--- src/design/bpc_pkg.sv ---
// Shared types and constants of the barometric compensation core.
`default_nettype none

package bpc_pkg;

   // dividend and divisor magnitude widths of the pressure divider
   localparam int NUM_W      = 64;
   localparam int DEN_W      = 31;
   localparam int DIV_STAGES = NUM_W;

   // calibration register indexes
   localparam logic [1:0] CSR_CAL_TEMP   = 2'd0;
   localparam logic [1:0] CSR_CAL_P_LOW  = 2'd1;
   localparam logic [1:0] CSR_CAL_P_MID  = 2'd2;
   localparam logic [1:0] CSR_CAL_P_HIGH = 2'd3;

   // unpacked calibration words; t1 and p1 unsigned, the rest signed
   typedef struct packed {
      logic [15:0] t1;
      logic [15:0] t2;
      logic [15:0] t3;
      logic [15:0] p1;
      logic [15:0] p2;
      logic [15:0] p3;
      logic [15:0] p4;
      logic [15:0] p5;
      logic [15:0] p6;
      logic [15:0] p7;
      logic [15:0] p8;
      logic [15:0] p9;
   } cal_type;

   // result fields that ride along the pressure path
   typedef struct packed {
      logic [15:0] temp_centi;
      logic [31:0] fine_temp;
      logic        invalid;
   } side_type;

endpackage

`default_nettype wire

--- src/design/bpc_temp.sv ---
// Temperature compensation pipeline: five stages from raw reading to fine term.
`default_nettype none

module bpc_temp (
   input  wire logic               clock,
   input  wire logic               reset,
   input  wire logic               en,
   input  wire bpc_pkg::cal_type   cal,
   input  wire logic               in_valid,
   input  wire logic [19:0]        raw_temperature,
   input  wire logic [19:0]        raw_pressure,
   output logic                    out_valid,
   output logic signed [31:0]      out_v1,
   output logic [19:0]             out_raw_pressure,
   output bpc_pkg::side_type       out_side
);

   localparam int STAGES = 5;

   logic [STAGES-1:0]  vld_ff;
   logic [19:0]        rp_ff [STAGES];

   logic signed [15:0] t2;
   logic signed [15:0] t3;

   logic signed [17:0] a1_in, a1_ff;
   logic signed [16:0] b1_in, b1_ff;
   logic signed [33:0] m1_in, m1_ff;
   logic signed [33:0] bb2_in, bb2_ff;
   logic signed [22:0] v1t3_ff;
   logic signed [21:0] bbs;
   logic signed [37:0] m3_in, m3_ff;
   logic signed [31:0] tf4_in, tf4_ff;
   logic signed [34:0] t5;
   logic signed [34:0] sum35;
   logic signed [26:0] tcs;
   logic [15:0]        tc_in;
   logic signed [31:0] v1_in, v1_ff;
   bpc_pkg::side_type  side_ff;

   assign t2 = cal.t2;
   assign t3 = cal.t3;

   assign a1_in  = $signed({1'b0, raw_temperature[19:3]}) - $signed({1'b0, cal.t1, 1'b0});
   assign b1_in  = $signed({1'b0, raw_temperature[19:4]}) - $signed({1'b0, cal.t1});
   assign m1_in  = 34'(a1_ff) * 34'(t2);
   assign bb2_in = 34'(b1_ff) * 34'(b1_ff);
   assign bbs    = bb2_ff[33:12];
   assign m3_in  = 38'(bbs) * 38'(t3);
   assign tf4_in = {{9{v1t3_ff[22]}}, v1t3_ff} + {{8{m3_ff[37]}}, m3_ff[37:14]};

   // (tf * 5 + 128) >>> 8, then clamp to 16 bits
   assign t5    = {{3{tf4_ff[31]}}, tf4_ff};
   assign sum35 = (t5 <<< 2) + t5 + 35'sd128;
   assign tcs   = sum35[34:8];
   assign v1_in = tf4_ff - 32'sd128000;

   always_comb begin
      if (tcs > 27'sd32767) begin
         tc_in = 16'h7FFF;
      end else if (tcs < -27'sd32768) begin
         tc_in = 16'h8000;
      end else begin
         tc_in = tcs[15:0];
      end
   end

   always_ff @(posedge clock) begin
      if (reset) begin
         vld_ff <= '0;
      end else if (en) begin
         vld_ff <= {vld_ff[STAGES-2:0], in_valid};
      end
   end

   always_ff @(posedge clock) begin
      if (en) begin
         a1_ff   <= a1_in;
         b1_ff   <= b1_in;
         m1_ff   <= m1_in;
         bb2_ff  <= bb2_in;
         v1t3_ff <= m1_ff[33:11];
         m3_ff   <= m3_in;
         tf4_ff  <= tf4_in;
         v1_ff   <= v1_in;
         side_ff <= '{temp_centi: tc_in, fine_temp: tf4_ff, invalid: 1'b0};
         rp_ff[0] <= raw_pressure;
         for (int i = 1; i < STAGES; i++) begin
            rp_ff[i] <= rp_ff[i-1];
         end
      end
   end

   assign out_valid        = vld_ff[STAGES-1];
   assign out_v1           = v1_ff;
   assign out_raw_pressure = rp_ff[STAGES-1];
   assign out_side         = side_ff;

endmodule

`default_nettype wire

--- config.mk ---
export PLATFORM = sky130hd
export DESIGN_NAME = bpc_temp
export DESIGN_NICKNAME = d
export VERILOG_FILES = /design/src/design/bpc_pkg.sv /design/src/design/bpc_temp.sv
export SDC_FILE = /design/constraint.sdc
export NUM_CORES = 2
export LEC_CHECK = 0
export ABC_AREA = 1
export ABC_CLOCK_PERIOD_IN_PS = 6190
export BUFFER_PORTS_ARGS = -buffer_cell sky130_fd_sc_hd__buf_2
export CAP_MARGIN = 30
export CORE_ASPECT_RATIO = 1.75
export CORE_UTILIZATION = 40
export CTS_CLUSTER_SIZE = 30
export DETAILED_ROUTE_END_ITERATION = 12
export PLACE_DENSITY_LB_ADDON = 0.1
export REMOVE_ABC_BUFFERS = 1
export SYNTH_ARGS = -nofsm -noshare
export SYNTH_HDL_FRONTEND = slang
export SYNTH_SLANG_ARGS = --single-unit
--- constraint.sdc ---
create_clock -name clock -period 6.19 [get_ports clock]
set_input_delay 0.9285 -clock clock [delete_from_list [all_inputs] [get_ports clock]]
set_output_delay 0.9285 -clock clock [all_outputs]
set_load 0.03 [all_outputs]
==> impl_results.md <==
* FF-to-FF setup slack at between 0.05 and 0.06 ns
* FF+latch count, synth at 297
* Final worst slack at 0.0597 ns
* Post-route ant nets at 0
* Hold Path Depth at 0
* Via density at 4.68
* Synth Warn # at 0
* Period utilization at 0.990
* Fmax achieved at between 150 and 200 MHz
* DRC viols at 0
* Gr ovfl total at 0
* Max FO, Critical Path at 4
* RSZ-0062 raised after global routing: true
* Final HPWL DP at approximately 110,000 um
* Max-cap violations at 0
* Root buf cell: clkbuf_16
* Placed Area at approximately 53,000 um2
* Fraction of layout cells with a size suffix above 1 at 0.165
* Vias at 34,600
* Total GRT Usage at 0.219
* Compound-Gate Fraction of Synth Area at 0.0377
* Synth Area in XOR/XNOR at 0.0303
* Synth top area cells: fa_1 38%, edfxtp_1 19%, inv_1 12%, nand2_1 9.3%, ha_1 8.6%
* Synth Area in Simple Gates at 0.131
* Initial DRT Pass Iterations at 5
* GP Congestion at ~0.91
* Count of final max-slew check failures at 0
* Hold crit path type: flip-flop to flip-flop
* Post-Route WL at roughly 130,000 um
* Vias in the first global route at roughly 38,000
* Finished Layout Cells at 7,381
* Die area at roughly 120,000 um2
* Post-Syn Instances at ~5,300
* Routed length per instance at between 15 and 20 um
* Setup-violating endpoint count in the final report at 0
* Largest net degree at the start of global routing at between 100 and 150
* Post-Synth Adder-Cell Area at 0.469
* Crit path cell chain: buf_6 > buf_6 > nand2_2 > inv_2 > fa_1 > fa_1 > fa_1 > fa_1 > fa_1 > inv_2 > fa_1 > inv_2 > ha_4 > nand2_2 > nor2_2 > inv_1 > nor3_2 > a21oi_2 > buf_6 > o21ai_4 > nand2_1 > o211ai_1 > a31oi_1 > xnor2_1
* Std-Cell Rows at between 150 and 200
* Clock Latency Late Sink at ~0.66 ns
* Total CTS buffers at 31
* First-pass GRT wire length at between 200,000 and 250,000 um
* R2r endpoint: m3_ff[34]
* Mux cell area share after synthesis at 0
* IO Count at between 300 and 400
* Worst r2r path cells at 24
* Slew at the pin closest to its max-slew limit at roughly 0.8 ns
* Antenna violations before repair at 5
* CP Data Required Time at 6.58 ns
* DRT iter0 DRCs at around 1,400
* # nets final at around 7,300
* Final instance area at around 55,000 um2
* Hold path startpoint: rp_ff[0][28]
* Buffers on Ports at ~190
* Max Clock Skew at 0.0369 ns
* Initial Util at 0.404
* Synth cell types at 46
* Relative slew slack at 0.462
* Crit-path max cell delay at approximately 0.58 ns
* Clock sinks at a little under 300
* Largest family of logic cells by synthesized area: adder cells
* Status: completed
* Core Area at between 100,000 and 150,000 um2
* Tmin final at just over 6 ns
* H-tree depth at 1
* Synthesized area at roughly 47,000 um2
* CTS tree: done
* Kind of critical path: flip-flop to flip-flop
* RR Startpoint: bb2_ff[17]
* Area Overhead vs Synth at 16.8%
* WHS Endpoint: rp_ff[0][48]
* CP dominant cell by count: fa_1
* Main synth FF type: edfxtp_1
* Async set-or-reset flop fraction in the synthesized netlist at 0
* Area leader, netlist: fa_1
* Filler instances at approximately 12,000
* Max clock buf depth at 3
* Critical path's slowest cell: fa_1
* Syn Area/Cell at ~9 um2
* Die width at roughly 260 um
* Post-synth EDFFs at roughly 300
* Seq/Total Area, Yosys at 0.187
* Final hold violations at 0
* Clock-pin slew on the worst setup and hold paths at 0.07 ns
* Layout Utilization at 0.472
* Pre-CTS WS at -0.957 ns
* Placed insts at ~7,300
* DIE HEIGHT at ~460 um
* CP arrival at 6.52 ns
* CP startpoint kind: flip-flop
* Synth top area share at 0.383
* CP endpoint kind: flip-flop
==> state kept, by name, indices dropped and copies added, names as in the netlist <==
signal / count
vld_ff: 5
a1_ff: 18
m1_ff: 23
bb2_ff: 22
out_v1: 26
v1t3_ff: 23
m3_ff: 24
tf4_ff: 25
out_side: 31
rp_ff: 100
==> critical path, delay by kind of cell, from the launching register on <==
| kind | cells | cell delay, ns |
|---|---|---|
| adders and majority gates | 7 | 3.59 |
| buffers and inverters | 7 | 0.63 |
| AOI/OAI and AO/OA | 4 | 0.58 |
| and+or+nand+nor | 5 | 0.48 |
| DFF | 1 | 0.46 |
| xor gates and xnor gates | 1 | 0.16 |
==> repair_timing <==
| action | in CTS | in global routing |
|---|---|---|
| setup endpoints to repair | 18 | 40 |
| buffers inserted | 10 | 33 |
| pin swaps | 27 | 76 |
| hold buffers | 0 | 0 |
| cloned | 0 | 1 |
| gates resized for setup | 30 | 168 |
==> metrics by stage <==
| step | hold WS (ns) | TNS (ns) |
|---|---|---|
| after detailed placement | 0.405 | -22.14 |
| final | 0.409 | 0 |
| after global routing | 0.424 | -0.967 |
| after CTS | 0.390 | 0 |
| after global placement | 0.401 | -21.49 |
| after floorplan | 0.400 | -1.45 |
==> final cells by class <==
class,count,area [um2],area share
antenna,4,10.0,0.000181
clock buffer,34,787,0.0142
clock inverter,24,340,0.00615
inverter,1562,5860,0.106
multi-input combinational,3248,32300,0.584
sequential,297,8870,0.160
tap,1512,1890,0.0342
timing repair buffer,700,5270,0.0953
==> cells in the mapped netlist, drive strengths merged, types with 5 or more instances <==
library cell	instances
ha	324
xor2	104
buf	59
edfxtp	292
o21bai	11
clkbuf	153
fa	907
or2	13
nand3	77
a21o	5
nor3	20
a21oi	176
dfxtp	5
xnor2	60
a21boi	7
nand2	1199
nor2	182
nor4	8
o21a	7
o211ai	9
inv	1561
o21ai	86
a31oi	11
nand4	25
==> metal layers <==
metal | part of all wire | GRT usage | vias to the layer above
li1 | - | - | 16500
met1 | 0.34 | 0.217 | 17200
met2 | 0.59 | 0.449 | 615
met3 | 0.022 | 0.0105 | 245
met4 | 0.054 | 0.103 | 0
met5 | 0 | 0 | -
==> cell usage in the layout (no fill, tap or decap), drive strengths merged, types with 8 or more instances in the layout <==
| cell | netlist | routed |
|---|---|---|
| a31oi | 11 | 11 |
| clkinv | 1 | 10 |
| nand4 | 25 | 25 |
| buf | 59 | 690 |
| nand3 | 77 | 77 |
| xor2 | 104 | 104 |
| o21ai | 86 | 86 |
| nor3 | 20 | 20 |
| ha | 324 | 324 |
| nor4 | 8 | 8 |
| o21bai | 11 | 11 |
| xnor2 | 60 | 60 |
| clkbuf | 153 | 44 |
| nand2 | 1199 | 1199 |
| inv | 1561 | 1564 |
| a21oi | 176 | 176 |
| o211ai | 9 | 9 |
| fa | 907 | 907 |
| nor2 | 182 | 182 |
| or2 | 13 | 13 |
| edfxtp | 292 | 292 |
==> logic make-up (layout without fill, tap and decap cells) <==
group                      after synthesis  after routing
DFF                                    297            297
other                                    1              5
AOI/OAI and AO/OA                      324            324
xor gates and xnor gates               164            164
adders and majority gates             1231           1231
buffers and inverters                 1774           2320
and+or+nand+nor                       1528           1528
==> how the worst max path moves through the flow <==
stage,start,to,slack (ns),cells after the start
floorplan,cal[159],m3_ff[36],-0.35,23
global placement,cal[152],m3_ff[27],-0.92,25
detailed placement,cal[152],m3_ff[27],-0.96,25
CTS,bb2_ff[17],m3_ff[34],0.0001,24
global route,bb2_ff[17],m3_ff[34],-0.14,24
finish,bb2_ff[17],m3_ff[34],0.06,24
Power is left out: the tool's default activity adds up to more than one toggle a clock period on the data nets, which glitch-free logic cannot reach.
